[src/sv/vdd_pkg.sv]
`timescale 1ns / 1ps
// Shared types, register codes and constants for the vertex displacement pipeline.
// No dependencies; every other file refers to it by scoped names.
package vdd_pkg;

   // Direction codes in mode bits 2:0
   localparam logic [2:0] DIR_X      = 3'd0;
   localparam logic [2:0] DIR_Y      = 3'd1;
   localparam logic [2:0] DIR_Z      = 3'd2;
   localparam logic [2:0] DIR_RGB    = 3'd3;
   localparam logic [2:0] DIR_NORMAL = 3'd4;
   localparam logic [2:0] DIR_CUSTOM = 3'd5;

   // Register indexes on the csr port
   localparam logic [2:0] REG_MODE     = 3'd0;
   localparam logic [2:0] REG_STRENGTH = 3'd1;
   localparam logic [2:0] REG_MIDLEVEL = 3'd2;
   localparam logic [2:0] REG_ROW0     = 3'd3;
   localparam logic [2:0] REG_ROW1     = 3'd4;
   localparam logic [2:0] REG_ROW2     = 3'd5;

   // Register defaults: direction normal, strength 1.0, midlevel 0.5, identity matrix
   localparam logic [5:0]  ModeReset     = 6'd4;
   localparam logic [31:0] StrengthReset = 32'd65536;
   localparam logic [31:0] MidlevelReset = 32'd32768;
   localparam logic [47:0] Row0Reset     = 48'd16384;
   localparam logic [47:0] Row1Reset     = 48'd1073741824;
   localparam logic [47:0] Row2Reset     = 48'd70368744177664;

   // Magnitude caps of the strength product, Q32.32
   localparam logic [50:0] DeltaCap = 51'd42949672960000;
   localparam logic [50:0] RgbCap   = 51'h4_0000_0000_0000;

   localparam int unsigned ReqDataW = 232;
   localparam int unsigned RspDataW = 96;
   localparam int unsigned CsrDataW = 48;

   typedef struct packed {
      logic [2:0]             dir;
      logic                   glob;
      logic                   tex;
      logic                   wen;
      logic [31:0]            strength;
      logic [31:0]            midlevel;
      logic [2:0][2:0][15:0]  mat;       // [row][col], signed Q2.14
   } cfg_type;

   typedef struct packed {
      logic [2:0][31:0] pos;
      logic [16:0]      tex_intensity;
      logic [2:0][16:0] rgb;
      logic [16:0]      weight;
      logic [2:0][15:0] nrm;
   } vertex_type;

   // prep -> scale: operand magnitudes and signs per lane
   typedef struct packed {
      logic [2:0][31:0] pos;
      logic [2:0][15:0] nrm;
      logic [2:0][33:0] amag;
      logic [2:0]       aneg;
      logic [31:0]      smag;
      logic             bypass;
   } scale_in_type;

   // scale -> dir: rounded displacement magnitudes per lane
   typedef struct packed {
      logic [2:0][31:0] pos;
      logic [2:0][15:0] nrm;
      logic [2:0][34:0] dm;
      logic [2:0]       dneg;
      logic             bypass;
   } scale_out_type;

endpackage

[src/sv/vdd_csr.sv]
`timescale 1ns / 1ps
// Configuration register file: mode, strength, midlevel and the 3x3 matrix.
// Depends on vdd_pkg for register codes, defaults and cfg_type.
module vdd_csr (
   input  logic                          clock,
   input  logic                          reset,
   input  logic                          csr_wen,
   input  logic [2:0]                    csr_index,
   input  logic [vdd_pkg::CsrDataW-1:0]  csr_wdata,
   output vdd_pkg::cfg_type              cfg
);

   logic [5:0]       mode_ff, mode_in;
   logic [31:0]      strength_ff, strength_in;
   logic [31:0]      midlevel_ff, midlevel_in;
   logic [2:0][47:0] row_ff, row_in;

   // decode writes
   always_comb begin
      mode_in     = mode_ff;
      strength_in = strength_ff;
      midlevel_in = midlevel_ff;
      row_in      = row_ff;
      if (csr_wen) begin
         unique case (csr_index)
            vdd_pkg::REG_MODE:     mode_in     = csr_wdata[5:0];
            vdd_pkg::REG_STRENGTH: strength_in = csr_wdata[31:0];
            vdd_pkg::REG_MIDLEVEL: midlevel_in = csr_wdata[31:0];
            vdd_pkg::REG_ROW0:     row_in[0]   = csr_wdata;
            vdd_pkg::REG_ROW1:     row_in[1]   = csr_wdata;
            vdd_pkg::REG_ROW2:     row_in[2]   = csr_wdata;
            default: ;
         endcase
      end
   end

   always_ff @(posedge clock) begin
      if (reset) begin
         mode_ff     <= vdd_pkg::ModeReset;
         strength_ff <= vdd_pkg::StrengthReset;
         midlevel_ff <= vdd_pkg::MidlevelReset;
         row_ff[0]   <= vdd_pkg::Row0Reset;
         row_ff[1]   <= vdd_pkg::Row1Reset;
         row_ff[2]   <= vdd_pkg::Row2Reset;
      end else begin
         mode_ff     <= mode_in;
         strength_ff <= strength_in;
         midlevel_ff <= midlevel_in;
         row_ff      <= row_in;
      end
   end

   // split mode bits and matrix entries
   always_comb begin
      cfg.dir      = mode_ff[2:0];
      cfg.glob     = mode_ff[3];
      cfg.tex      = mode_ff[4];
      cfg.wen      = mode_ff[5];
      cfg.strength = strength_ff;
      cfg.midlevel = midlevel_ff;
      for (int r = 0; r < 3; r++) begin
         for (int c = 0; c < 3; c++) begin
            cfg.mat[r][c] = row_ff[r][16*c +: 16];
         end
      end
   end

endmodule

[config.mk]
export PLATFORM = sky130hd
export DESIGN_NAME = vdd_csr
export DESIGN_NICKNAME = d
export VERILOG_FILES = /design/src/sv/vdd_pkg.sv /design/src/sv/vdd_csr.sv
export SDC_FILE = /design/constraint.sdc
export NUM_CORES = 1
export LEC_CHECK = 0
export ABC_AREA = 1
export BUFFER_PORTS_ARGS = -buffer_cell sky130_fd_sc_hd__buf_2
export CELL_PAD_IN_SITES_DETAIL_PLACEMENT = 0
export CELL_PAD_IN_SITES_GLOBAL_PLACEMENT = 1
export CORE_MARGIN = 2
export CORE_UTILIZATION = 28
export DETAILED_ROUTE_END_ITERATION = 8
export PLACE_DENSITY = 0.62
export SETUP_SLACK_MARGIN = 0.5
export SLEW_MARGIN = 0
export SYNTH_ARGS = -nofsm -noshare
export SYNTH_HDL_FRONTEND = slang
export SYNTH_SLANG_ARGS = --single-unit
[constraint.sdc]
create_clock -name clock -period 1.9 [get_ports clock]
set_clock_uncertainty 0.15 [all_clocks]
set_input_delay 0.095 -clock clock [delete_from_list [all_inputs] [get_ports clock]]
set_output_delay 0.095 -clock clock [all_outputs]
set_load 0.02 [all_outputs]
Yosys cells after proc, flatten, opt, wreduce, memory -nomap -nowiden:

Index checks and enable logic that the tools add are counted.

* output and inout bits: 214
* register bits: 214
* input port bits: 54
* word-level logic and storage cells: 18

* equality and inequality tests: 5
* reductions and logical operators: 7

Operator list (number)
* AND reduction 2 bit: 6
* == test 3 x 2 -> 1 bit, second input constant: 2
* == test 3 bit, second input constant: 2
* == test 3 x 1 -> 1 bit, second input constant: 1
* logical NOT 3 bit: 1

Longest topological paths before layout:

Gate-level depths: netlist of the first run.

* word-level depth: 2
* depth in mapped cells: 7
* depth with buffers taken out: 5

Worst setup path after synthesis of the first run:

OpenSTA, ideal clock, no wires.

* path kind: input-to-reg
* from: in csr_wen
* to: reg midlevel_ff[10]
* library setup time: 113 ps
* slack: 747 ps
* data required time: 1637 ps
* buffers on the path: 2
* data arrival time: 890 ps
* stages on the path: 7
* cell sequence: inv_1 > nor2_2 > buf_2 > buf_2 > nand3_1 > nand2_1 > nor2_1

* longest elaborated chain between the ends: 1

RTL lines
* start, declared: line vdd_csr.sv:7 `input logic csr_wen,`
* AND reduction 2 bit (no source line)
* end signal, assigned: line vdd_csr.sv:41 `midlevel_ff <= vdd_pkg::MidlevelReset;`
* end signal, assigned: line vdd_csr.sv:48 `midlevel_ff <= midlevel_in;`
* end, declared: line vdd_csr.sv:15 `logic [31:0] midlevel_ff, midlevel_in;`

Every way passes these cells.
A chain may end at the register's enable or synchronous reset.

==> impl_table.tex, run 1 <==
\begin{tabular}{lr}
\hline
Metric & Value \\
\hline
\multicolumn{2}{l}{\textbf{Run status}} \\
Status & finished with violations \\
Violated checks & hold timing \\
\multicolumn{2}{l}{\textbf{CTS}} \\
H-tree levels & 1 \\
Clock latency on the worst-skew pair & 0.52 ns \\
Clock Pin Slew Worst Setup and Hold Paths & approximately 0.06 ns \\
Clock root buffer & sky130\_fd\_sc\_hd\_\_clkbuf\_16 \\
Maximum count of clock buffers along a single path & 3 \\
TritonCTS clock tree & built \\
Sink count of the clock tree & 214 \\
TritonCTS Buffers & 26 \\
\multicolumn{2}{l}{\textbf{Synth}} \\
Gate count after technology mapping & 1225 \\
Yosys cell types & 12 \\
Largest cells by area after synthesis & sky130\_fd\_sc\_hd\_\_dfxtp\_1, sky130\_fd\_sc\_hd\_\_nor2\_1, sky130\_fd\_sc\_hd\_\_nand3\_1 \\
Synthesized Nets & 1279 \\
Synth top area share & 0.508 \\
Synthesized area per cell & 6.88 um\^{}2 \\
Number of storage elements in the synthesis netlist & $\sim$210 \\
Library cell with the largest summed area after synthesis & sky130\_fd\_sc\_hd\_\_dfxtp\_1 \\
Share of the yosys chip area belonging to registers & 0.508 \\
Synth Warn \# & 0 \\
Post-Synthesis Cell Area & 8430 um\^{}2 \\
\multicolumn{2}{l}{\textbf{Worst setup path}} \\
Worst reg2reg path depth & 3 \\
Crit Path Class & input pin to flop \\
Startpoint of the lowest-slack register-to-register path & cfg[78] \\
Flop-to-flop setup slack & 0.60 ns \\
R2R Path End & cfg[78] \\
Required time at the endpoint of the critical path & around 2.2 ns \\
Max Fanout on Critical Path & 5 \\
Critical path capture point type & flop \\
Crit path launch type & input pin \\
Endpoint arrival time on the critical path & 1.63 ns \\
\multicolumn{2}{l}{\textbf{Drt}} \\
Routed vias & 8991 \\
Post-DRT Antenna Nets & 0 \\
Wire length reported by the detailed router & 33500 um \\
First-pass detailed-route iteration total & 5 \\
Vias per inst & around 4.5 \\
Routed length per instance & 16.8 um \\
DRC violation count after routing & 0 \\
Count of routing violations after the opening detailed-route iteration & 514 \\
\multicolumn{2}{l}{\textbf{Global route}} \\
Total routing resource utilization after global routing & 0.203 \\
Antenna violations before repair & 3 \\
Pin count of the biggest net entering global routing & between 60 and 70 \\
Number of global-route vias before repair & 8761 \\
Global route overflow & 0 \\
Wire length of the first global-routing pass & roughly 50000 um \\
\multicolumn{2}{l}{\textbf{Hold path}} \\
Hold Crit Class & input pin to flop \\
Instance count along the most critical hold path & 5 \\
Source of the worst hold timing path & reset \\
Worst hold endpoint & strength\_ff[21] \\
\multicolumn{2}{l}{\textbf{Placement}} \\
Place WS & 0.370 ns \\
Post-DP HPWL & 19900 um \\
Count of buffers from port buffering & 267 \\
Final weighted congestion of routability-driven global placement & 0.733 \\
\multicolumn{2}{l}{\textbf{Floorplanning}} \\
Effective utilization at floorplan & 0.284 \\
Die boundary width & 177 um \\
Die Height & 177 um \\
Total Die Area & 31500 um\^{}2 \\
Top-Level Pins & 268 \\
Row count & 63 \\
Standard cell core area & 29600 um\^{}2 \\
\multicolumn{2}{l}{\textbf{Finish}} \\
Number of nets in the final layout & $\sim$1600 \\
Share of post-route cells with drive strength above 1 & 0.230 \\
Leading cell type in the layout, fill and taps excluded & sky130\_fd\_sc\_hd\_\_nor2\_1 \\
Layout Area Growth over Synthesis & 49.3\% \\
Top library cells by usage in the layout, fill and taps aside & sky130\_fd\_sc\_hd\_\_nor2\_1, sky130\_fd\_sc\_hd\_\_buf\_2, sky130\_fd\_sc\_hd\_\_nand2\_1, sky130\_fd\_sc\_hd\_\_dfxtp\_1, sky130\_fd\_sc\_hd\_\_nand3\_1 \\
\multicolumn{2}{l}{\textbf{Power and ir drop}} \\
VDD IR max & 0.000521 V \\
Overall power consumption & $\sim$11 mW \\
Power per cell area & roughly 900 nW/um\^{}2 \\
Static leakage & $\sim$6 nW \\
\multicolumn{2}{l}{\textbf{STA}} \\
Slew HR & 0.569 \\
RSZ-0062 raised after global routing & true \\
Fin Setup TNS & 0 ns \\
Final number of max-transition violations & 0 \\
Clock period minus worst slack & $\sim$1.4 ns \\
Fmax & between 700 and 800 MHz \\
Slew of the pin with the lowest slew margin & around 0.65 ns \\
Min setup slack post-route & 0.537 ns \\
Number of hold violations in the final report & 16 \\
Setup violation total in the final timing report & 0 \\
Final hold slack & -0.0407 ns \\
Share of the clock period used by the worst path after layout & 0.717 \\
\multicolumn{2}{l}{\textbf{Flow run}} \\
Max-cap violations & 0 \\
\hline
\end{tabular}
[per-layer routing]
metal  share of wire  GRT usage
met1            0.46      0.274
met2            0.45      0.323
met3           0.075     0.0546
met4           0.016     0.0475
met5         0.00021          0
[Yosys cell counts, drive strengths merged]
library cell,n
buf,51
clkbuf,36
dfxtp,214
inv,55
nand2,226
nand3,214
nor2,426
o21ai,3
[where the power goes]
| part | switching, mW | leakage (nW) | total [mW] | internal [mW] |
|---|---|---|---|---|
| Sequential | 0.0844 | 1.74 | 4.73 | 4.65 |
| Clock | 1.98 | 0.423 | 5.03 | 3.05 |
| Combinational | 0.927 | 3.88 | 1.52 | 0.595 |
| Total | 2.99 | 6.04 | 11.3 | 8.29 |
[critical path: stages]
cell and delay [ns]:
sky130_fd_sc_hd__dlygate4sd3_1 0.53, sky130_fd_sc_hd__buf_2 0.12, sky130_fd_sc_hd__inv_1 0.13, sky130_fd_sc_hd__nand3_1 0.09, sky130_fd_sc_hd__nand2_1 0.07, sky130_fd_sc_hd__dlygate4sd3_1 0.55, sky130_fd_sc_hd__nor2_1 0.04
[layout make-up]
type	count	area, um^2
well taps	390	488
repair buffers	424	3110
clock inverters	3	43.8
fillers	3197	17100
multi-input cells	869	3610
flip-flops and latches	214	4280
clock buffers	44	820
diodes	2	5.00
inverters	55	223
[registers in the layout, summed over array words and instances (netlist names)]
name         count
mode_ff          6
midlevel_ff     32
cfg            144
strength_ff     32
[worst max-delay path by stage]
stage	start	end	slack (ns)	depth (start not counted)
floorplan	csr_wen	midlevel_ff[10]	0.75	7
global placement	csr_index[2]	cfg[2]	0.38	7
detailed placement	csr_index[2]	cfg[2]	0.37	7
CTS	reset	cfg[13]	0.50	6
global route	csr_index[1]	cfg[138]	0.49	8
finish	csr_wdata[6]	midlevel_ff[6]	0.54	7
[kinds of logic (layout without fill, tap and decap cells)]
kind of cell | after synthesis | in the layout | share of synthesized area
AOI/OAI and AO/OA | 3 | 3 | 0.00178
buffers and inverters | 142 | 526 | 0.0716
and+or+nand+nor | 866 | 866 | 0.418
DFF | 214 | 214 | 0.508
other | 0 | 2 | 0
[what timing repair did]
action	4_1_cts	5_1_grt
setup buffers	0	2
hold buffers	126	2
endpoints found under the hold margin	214	16
resized for setup	0	32
setup endpoints to repair	0	93
[through the flow]
stage	util	cell area [um^2]	std cells	hold slack, ns
global route	0.424	12600	2000	-0.0351
floorplan	-	8430	1225	0.0582
finish	0.424	12600	2001	-0.0407
global placement	0.347	10300	1820	0.168
CTS	0.419	12400	1993	-0.0607
detailed placement	0.347	10300	1820	0.174
Power figures use the tool's default switching activity.
==> run 2, diff against run 1 <==
--- a/config.mk
+++ b/config.mk
@@ -12,7 +12,7 @@
 export CORE_MARGIN = 2
 export CORE_UTILIZATION = 28
 export DETAILED_ROUTE_END_ITERATION = 8
-export PLACE_DENSITY = 0.62
+export PLACE_DENSITY = 0.64
 export SETUP_SLACK_MARGIN = 0.5
 export SLEW_MARGIN = 0
 export SYNTH_ARGS = -nofsm -noshare
==> constraint.sdc (replaced) <==
create_clock -name clock -period 1.25 [get_ports clock]
set_clock_uncertainty 0.15 [all_clocks]
set_input_delay 0.0625 -clock clock [delete_from_list [all_inputs] [get_ports clock]]
set_output_delay 0.0625 -clock clock [all_outputs]
set_load 0.02 [all_outputs]
==> run 2 against run 1 <==
Against the previous run: the flow still finishes with violations (hold timing); non-clock buffer count fell by 48; global-route usage fell by 1.0 points; sequential share of layout area fell by 2.8 points; die area did not move; critical path type is now flop to output port; largest power group unchanged; highest routed layer unchanged.
==> impl_table.tex, run 2 (same netlist as run 1, synthesis figures left out) <==
\begin{tabular}{lr}
\hline
Metric & Value \\
\hline
\multicolumn{2}{l}{\textbf{Run status}} \\
Status & finished with violations \\
Violated checks & hold timing \\
\multicolumn{2}{l}{\textbf{STA}} \\
Setup violation total in the final timing report & 0 \\
Fmax & roughly 810 MHz \\
Final number of max-transition violations & 0 \\
Number of hold violations in the final report & 214 \\
Share of the clock period used by the worst path after layout & 0.984 \\
Slew HR & 0.743 \\
Slew of the pin with the lowest slew margin & 0.385 ns \\
Clock period minus worst slack & 1.23 ns \\
RSZ-0062 raised after global routing & true \\
Final hold slack & -0.230 ns \\
\multicolumn{2}{l}{\textbf{Worst setup path}} \\
Endpoint arrival time on the critical path & 1.02 ns \\
R2R Path End & cfg[63] \\
Flop-to-flop setup slack & 0.42 ns \\
Worst reg2reg path depth & 3 \\
Crit Path Class & flop to output port \\
Startpoint of the lowest-slack register-to-register path & cfg[63] \\
Max Fanout on Critical Path & 2 \\
Logic depth of the worst setup path including buffers & 1 \\
Required time at the endpoint of the critical path & 1.04 ns \\
Delay of the slowest critical-path stage & 0.36 ns \\
Number of buffers and inverters on the critical path & 1 \\
Gate family responsible for the most delay along the worst path & flip-flops \\
List of cells traversed by the critical path & buf\_6 \\
Critical path capture point type & output port \\
Crit path launch type & flop \\
Library cell contributing the largest single delay on the critical path & sky130\_fd\_sc\_hd\_\_dfxtp\_2 \\
\multicolumn{2}{l}{\textbf{Global route}} \\
Total routing resource utilization after global routing & 0.193 \\
Wire length of the first global-routing pass & 47800 um \\
Global route overflow & 0 \\
Pin count of the biggest net entering global routing & 63 \\
Antenna violations before repair & 1 \\
Number of global-route vias before repair & 8322 \\
\multicolumn{2}{l}{\textbf{Floorplanning}} \\
Total Die Area & around 31000 um\^{}2 \\
Die Height & 177 um \\
Effective utilization at floorplan & 0.284 \\
Standard cell core area & 29600 um\^{}2 \\
Row count & 63 \\
Top-Level Pins & 268 \\
Die boundary width & 177 um \\
\multicolumn{2}{l}{\textbf{Placement}} \\
Post-DP HPWL & 20800 um \\
Count of buffers from port buffering & 267 \\
Cell area after placement & $\sim$11000 um\^{}2 \\
Number of cells in the design after placement & $\sim$1900 \\
Final weighted congestion of routability-driven global placement & 0.769 \\
\multicolumn{2}{l}{\textbf{CTS}} \\
Maximum count of clock buffers along a single path & 3 \\
Sink count of the clock tree & 214 \\
Clock root buffer & sky130\_fd\_sc\_hd\_\_clkbuf\_16 \\
Clock Pin Slew Worst Setup and Hold Paths & roughly 0.06 ns \\
TritonCTS clock tree & built \\
TritonCTS Buffers & 26 \\
Clock latency on the worst-skew pair & 0.51 ns \\
H-tree levels & 1 \\
\multicolumn{2}{l}{\textbf{Hold path}} \\
Hold Crit Class & input pin to flop \\
Instance count along the most critical hold path & 5 \\
Source of the worst hold timing path & csr\_wdata[42] \\
Worst hold endpoint & cfg[42] \\
\multicolumn{2}{l}{\textbf{Finish}} \\
Number of nets in the final layout & approximately 1600 \\
Filler Cells Inserted & 2944 \\
Utilization after layout & 0.493 \\
Layout Area Growth over Synthesis & 73.6\% \\
Final non-filler cell area & 14600 um\^{}2 \\
Final Non-Filler Cells & about 2000 \\
Top library cells by usage in the layout, fill and taps aside & sky130\_fd\_sc\_hd\_\_nor2\_1, sky130\_fd\_sc\_hd\_\_buf\_6, sky130\_fd\_sc\_hd\_\_nand2\_1, sky130\_fd\_sc\_hd\_\_dfxtp\_2, sky130\_fd\_sc\_hd\_\_nand3\_1 \\
Max reg flops & between 100 and 150 \\
Leading cell type in the layout, fill and taps excluded & sky130\_fd\_sc\_hd\_\_nor2\_1 \\
Share of post-route cells with drive strength above 1 & 0.501 \\
Diode insertion count for antenna repair & 0 \\
\multicolumn{2}{l}{\textbf{Drt}} \\
Routed vias & 8829 \\
Wire length reported by the detailed router & 32500 um \\
Vias per inst & 4.53 \\
First-pass detailed-route iteration total & 4 \\
DRC violation count after routing & 0 \\
Count of routing violations after the opening detailed-route iteration & 489 \\
Post-DRT Antenna Nets & 0 \\
Routed length per instance & 16.7 um \\
\multicolumn{2}{l}{\textbf{Power and ir drop}} \\
Overall power consumption & 17.8 mW \\
Static leakage & 6.44 nW \\
VDD IR max & approximately 0.0010 V \\
Power per cell area & $\sim$1200 nW/um\^{}2 \\
\multicolumn{2}{l}{\textbf{Flow run}} \\
Max-cap violations & 0 \\
\hline
\end{tabular}
[run 2: changes by cell type in the layout (fill, tap and decap cells not counted), moves of 47 or more]
cell                            delta
sky130_fd_sc_hd__buf_2           -218
sky130_fd_sc_hd__buf_6           +230
sky130_fd_sc_hd__dfxtp_1         -214
sky130_fd_sc_hd__dfxtp_2         +209
sky130_fd_sc_hd__dlygate4sd3_1   -104
sky130_fd_sc_hd__nand3_1          -47
sky130_fd_sc_hd__nand3_2          +47
sky130_fd_sc_hd__nor2_1           -79
sky130_fd_sc_hd__nor2_2           +74
[run 2: where the power goes]
part / internal (mW) / switching (mW) / total [mW] / leakage (nW)
Sequential: 7.10 / 0.204 / 7.31 / 1.83
Combinational: 1.21 / 1.47 / 2.68 / 4.18
Clock: 4.79 / 3.01 / 7.80 / 0.431
Total: 13.1 / 4.68 / 17.8 / 6.44
[run 2: how the worst max path moves through the flow]
| stage | start | end | slack (ns) |
|---|---|---|---|
| final | cfg[17] | cfg[17] | 0.02 |
| after global routing | cfg[17] | cfg[17] | -0.01 |
| after CTS | cfg[70] | cfg[70] | -0.008 |
| after detailed placement | csr_index[0] | cfg[142] | -0.13 |
| after global placement | csr_index[0] | cfg[142] | -0.13 |
| after floorplan | csr_wen | midlevel_ff[0] | 0.31 |
[run 2: through the flow]
step / setup TNS, ns / setup slack [ns] / hold WS (ns)
after detailed placement: -10.70 / -0.135 / 0.141
after floorplan: 0 / 0.309 / 0.0257
after CTS: -0.0219 / -0.00798 / -0.245
after global placement: -8.00 / -0.126 / 0.146
after global routing: -0.107 / -0.00960 / -0.218
final: 0 / 0.0196 / -0.230
[run 2: area by class of cell]
type | count | area, um^2 | share of cell area
tap | 390 | 488 | 0.0334
inverter | 55 | 268 | 0.0183
clock inverter | 10 | 130 | 0.00890
multi-input combinational | 869 | 4120 | 0.282
timing repair buffer | 376 | 4300 | 0.294
clock buffer | 37 | 753 | 0.0515
sequential | 214 | 4560 | 0.312
[run 2: repair_timing]
item | 4_1_cts | 5_1_grt
cloned | 1 | 11
buffers inserted | 6 | 13
pin swaps | 6 | 83
endpoints found under the setup margin | 333 | 395
resized for setup | 652 | 162
hold buffers | 21 | 4
endpoints found under the hold margin | 214 | 212
[run 2: metal layers]
layer / global-route usage / vias up / wire, um
li1: - / 4451 / -
met1: 0.252 / 4101 / 14800
met2: 0.314 / 230 / 14700
met3: 0.0527 / 45 / 2230
met4: 0.0492 / 2 / 734
met5: 0 / - / 13
==> run 3, diff against run 2 <==
--- a/config.mk
+++ b/config.mk
@@ -9,6 +9,7 @@
 export BUFFER_PORTS_ARGS = -buffer_cell sky130_fd_sc_hd__buf_2
 export CELL_PAD_IN_SITES_DETAIL_PLACEMENT = 0
 export CELL_PAD_IN_SITES_GLOBAL_PLACEMENT = 1
+export CORE_ASPECT_RATIO = 0.8
 export CORE_MARGIN = 2
 export CORE_UTILIZATION = 28
 export DETAILED_ROUTE_END_ITERATION = 8
@@ -18,3 +19,4 @@
 export SYNTH_ARGS = -nofsm -noshare
 export SYNTH_HDL_FRONTEND = slang
 export SYNTH_SLANG_ARGS = --single-unit
+export TNS_END_PERCENT = 1
==> constraint.sdc (replaced) <==
create_clock -name clock -period 1.25 [get_ports clock]
set_clock_uncertainty 0.15 [all_clocks]
set_input_delay 0.125 -clock clock [delete_from_list [all_inputs] [get_ports clock]]
set_output_delay 0.125 -clock clock [all_outputs]
set_load 0.02 [all_outputs]
==> run 3 against run 2 <==
Against the previous run: the run ends with hold timing, setup timing left; sequential power barely moved; via count decreased by 3.1%; first-iteration DRC count shrank 31%; critical path depth unchanged; global-route usage rose by 0.19 points; largest power group unchanged.
==> impl_table.tex, run 3 (same netlist as run 1, synthesis figures left out) <==
\begin{tabular}{lr}
\hline
Metric & Value \\
\hline
\multicolumn{2}{l}{\textbf{Drt}} \\
Vias per inst & 4.52 \\
Post-DRT Antenna Nets & 0 \\
DRC violation count after routing & 0 \\
Routed length per instance & $\sim$16 um \\
First-pass detailed-route iteration total & 4 \\
Routed vias & 8557 \\
Wire length reported by the detailed router & 31100 um \\
Count of routing violations after the opening detailed-route iteration & 339 \\
\multicolumn{2}{l}{\textbf{Hold path}} \\
Source of the worst hold timing path & csr\_wdata[46] \\
Hold Crit Class & input pin to flop \\
\multicolumn{2}{l}{\textbf{Worst setup path}} \\
Origin of the worst setup path & midlevel\_ff[22] \\
Crit path launch type & flop \\
Critical path capture point type & output port \\
Delay of the slowest critical-path stage & around 0.36 ns \\
Library cell contributing the largest single delay on the critical path & sky130\_fd\_sc\_hd\_\_dfxtp\_2 \\
List of cells traversed by the critical path & buf\_6 \\
Endpoint arrival time on the critical path & 1.00 ns \\
Crit Path Class & flop to output port \\
Required time at the endpoint of the critical path & 0.98 ns \\
Gate family responsible for the most delay along the worst path & flip-flops \\
Startpoint of the lowest-slack register-to-register path & cfg[14] \\
Number of buffers and inverters on the critical path & 1 \\
Max Fanout on Critical Path & 2 \\
\multicolumn{2}{l}{\textbf{STA}} \\
Fmax & a little under 800 MHz \\
Slew of the pin with the lowest slew margin & 0.381 ns \\
Final number of max-transition violations & 0 \\
RSZ-0062 raised after global routing & true \\
Share of the clock period used by the worst path after layout & 1.02 \\
Min setup slack post-route & -0.0252 ns \\
Number of hold violations in the final report & 210 \\
Slew HR & 0.746 \\
Final hold slack & -0.220 ns \\
Setup violation total in the final timing report & 37 \\
Fin Setup TNS & -0.337 ns \\
Clock period minus worst slack & 1.28 ns \\
\multicolumn{2}{l}{\textbf{Finish}} \\
Share of post-route cells with drive strength above 1 & 0.443 \\
Diode insertion count for antenna repair & 0 \\
Max reg flops & 144 \\
Number of nets in the final layout & between 1500 and 2000 \\
Final Non-Filler Cells & 1893 \\
Leading cell type in the layout, fill and taps excluded & sky130\_fd\_sc\_hd\_\_nor2\_1 \\
Utilization after layout & 0.461 \\
Top library cells by usage in the layout, fill and taps aside & sky130\_fd\_sc\_hd\_\_nor2\_1, sky130\_fd\_sc\_hd\_\_buf\_6, sky130\_fd\_sc\_hd\_\_nand2\_1, sky130\_fd\_sc\_hd\_\_dfxtp\_2, sky130\_fd\_sc\_hd\_\_nand3\_1 \\
Layout Area Growth over Synthesis & 61.0\% \\
\multicolumn{2}{l}{\textbf{Floorplanning}} \\
Die boundary width & 198 um \\
Standard cell core area & 29400 um\^{}2 \\
Top-Level Pins & 268 \\
Row count & 56 \\
Effective utilization at floorplan & 0.286 \\
Total Die Area & 31500 um\^{}2 \\
Die Height & $\sim$160 um \\
\multicolumn{2}{l}{\textbf{CTS}} \\
H-tree levels & 1 \\
Maximum count of clock buffers along a single path & 3 \\
TritonCTS Buffers & 25 \\
Clock root buffer & sky130\_fd\_sc\_hd\_\_clkbuf\_16 \\
Number of buffers added to fix hold violations after cts & 6 \\
Post-CTS Setup Inserts & 0 \\
Clock latency on the worst-skew pair & 0.51 ns \\
Clock Pin Slew Worst Setup and Hold Paths & 0.06 ns \\
Sink count of the clock tree & 214 \\
TritonCTS clock tree & built \\
\multicolumn{2}{l}{\textbf{Placement}} \\
Number of cells in the design after placement & 1842 \\
Count of buffers from port buffering & 267 \\
Final weighted congestion of routability-driven global placement & 0.751 \\
Post-DP HPWL & 20700 um \\
Place WS & -0.143 ns \\
\multicolumn{2}{l}{\textbf{Global route}} \\
Wire length of the first global-routing pass & 48600 um \\
Number of global-route vias before repair & between 8000 and 9000 \\
Pin count of the biggest net entering global routing & 53 \\
Antenna violations before repair & 0 \\
Total routing resource utilization after global routing & 0.195 \\
Global route overflow & 0 \\
\multicolumn{2}{l}{\textbf{Power and ir drop}} \\
Pint & about 13 mW \\
Power per cell area & roughly 1300 nW/um\^{}2 \\
Switching pwr & between 4 and 5 mW \\
Share of total power in sequential cells & 0.429 \\
Static leakage & roughly 6.0 nW \\
Overall power consumption & 17.0 mW \\
Proportion of power drawn by combinational gates & 0.142 \\
Switching portion of total power & 0.264 \\
Proportion of power drawn by the clock network & 0.429 \\
VDD IR max & 0.000936 V \\
\multicolumn{2}{l}{\textbf{Flow run}} \\
Max-cap violations & 0 \\
\multicolumn{2}{l}{\textbf{Run status}} \\
Violated checks & hold timing, setup timing \\
Status & finished with violations \\
\hline
\end{tabular}
-- run 3: through the flow --
stage,hold WS (ns),area (um^2)
after global placement,0.194,10800
after CTS,-0.219,13300
after detailed placement,0.198,10800
after global routing,-0.237,13600
after floorplan,0.0882,8680
final,-0.220,13600
-- run 3: power groups by stage --
stage | Sequential (mW) | Clock (mW) | Combinational, mW
after floorplan | 7.62 | 0 | 0.953
after global placement | 7.34 | 0 | 2.06
after detailed placement | 7.34 | 0 | 2.06
after CTS | 7.30 | 7.54 | 2.37
after global routing | 7.32 | 7.82 | 2.64
final | 7.30 | 7.31 | 2.42
-- run 3: layout make-up --
cell class              count  area (um^2)
repair buffers            333         3590
clock inverters             8         68.8
fillers                  3000        15900
clock buffers              37          761
multi-input cells         869         3900
well taps                 377          472
flip-flops and latches    214         4550
inverters                  55          225
-- run 3: path summary, 6_finish.rpt --
path                      to  cells past startpoint  slack [ns]
hold reg to reg   mode_ff[2]                      2        0.31
setup / recovery    cfg[166]                      1       -0.03
hold / removal      cfg[142]                      4       -0.22
setup reg to reg     cfg[14]                      2        0.45
-- run 3: per-layer routing --
layer,track usage,share of wire,up-vias
li1,-,-,4347
met1,0.267,0.47,3935
met2,0.307,0.44,237
met3,0.0481,0.066,38
met4,0.0478,0.021,0
met5,0,0,-
-- run 3: worst reg2reg max path, delay by kind of cell (launching register included) --
kind / cells / cell delay [ns]
compound gates: 1 / 0.10
flops: 1 / 0.33
simple gates: 1 / 0.09
-- run 3: what timing repair did --
action                                  in CTS  in global routing
pin swaps                                    4                109
endpoints found under the hold margin      214                195
endpoints found under the setup margin     378                414
gates resized for setup                    656                 77
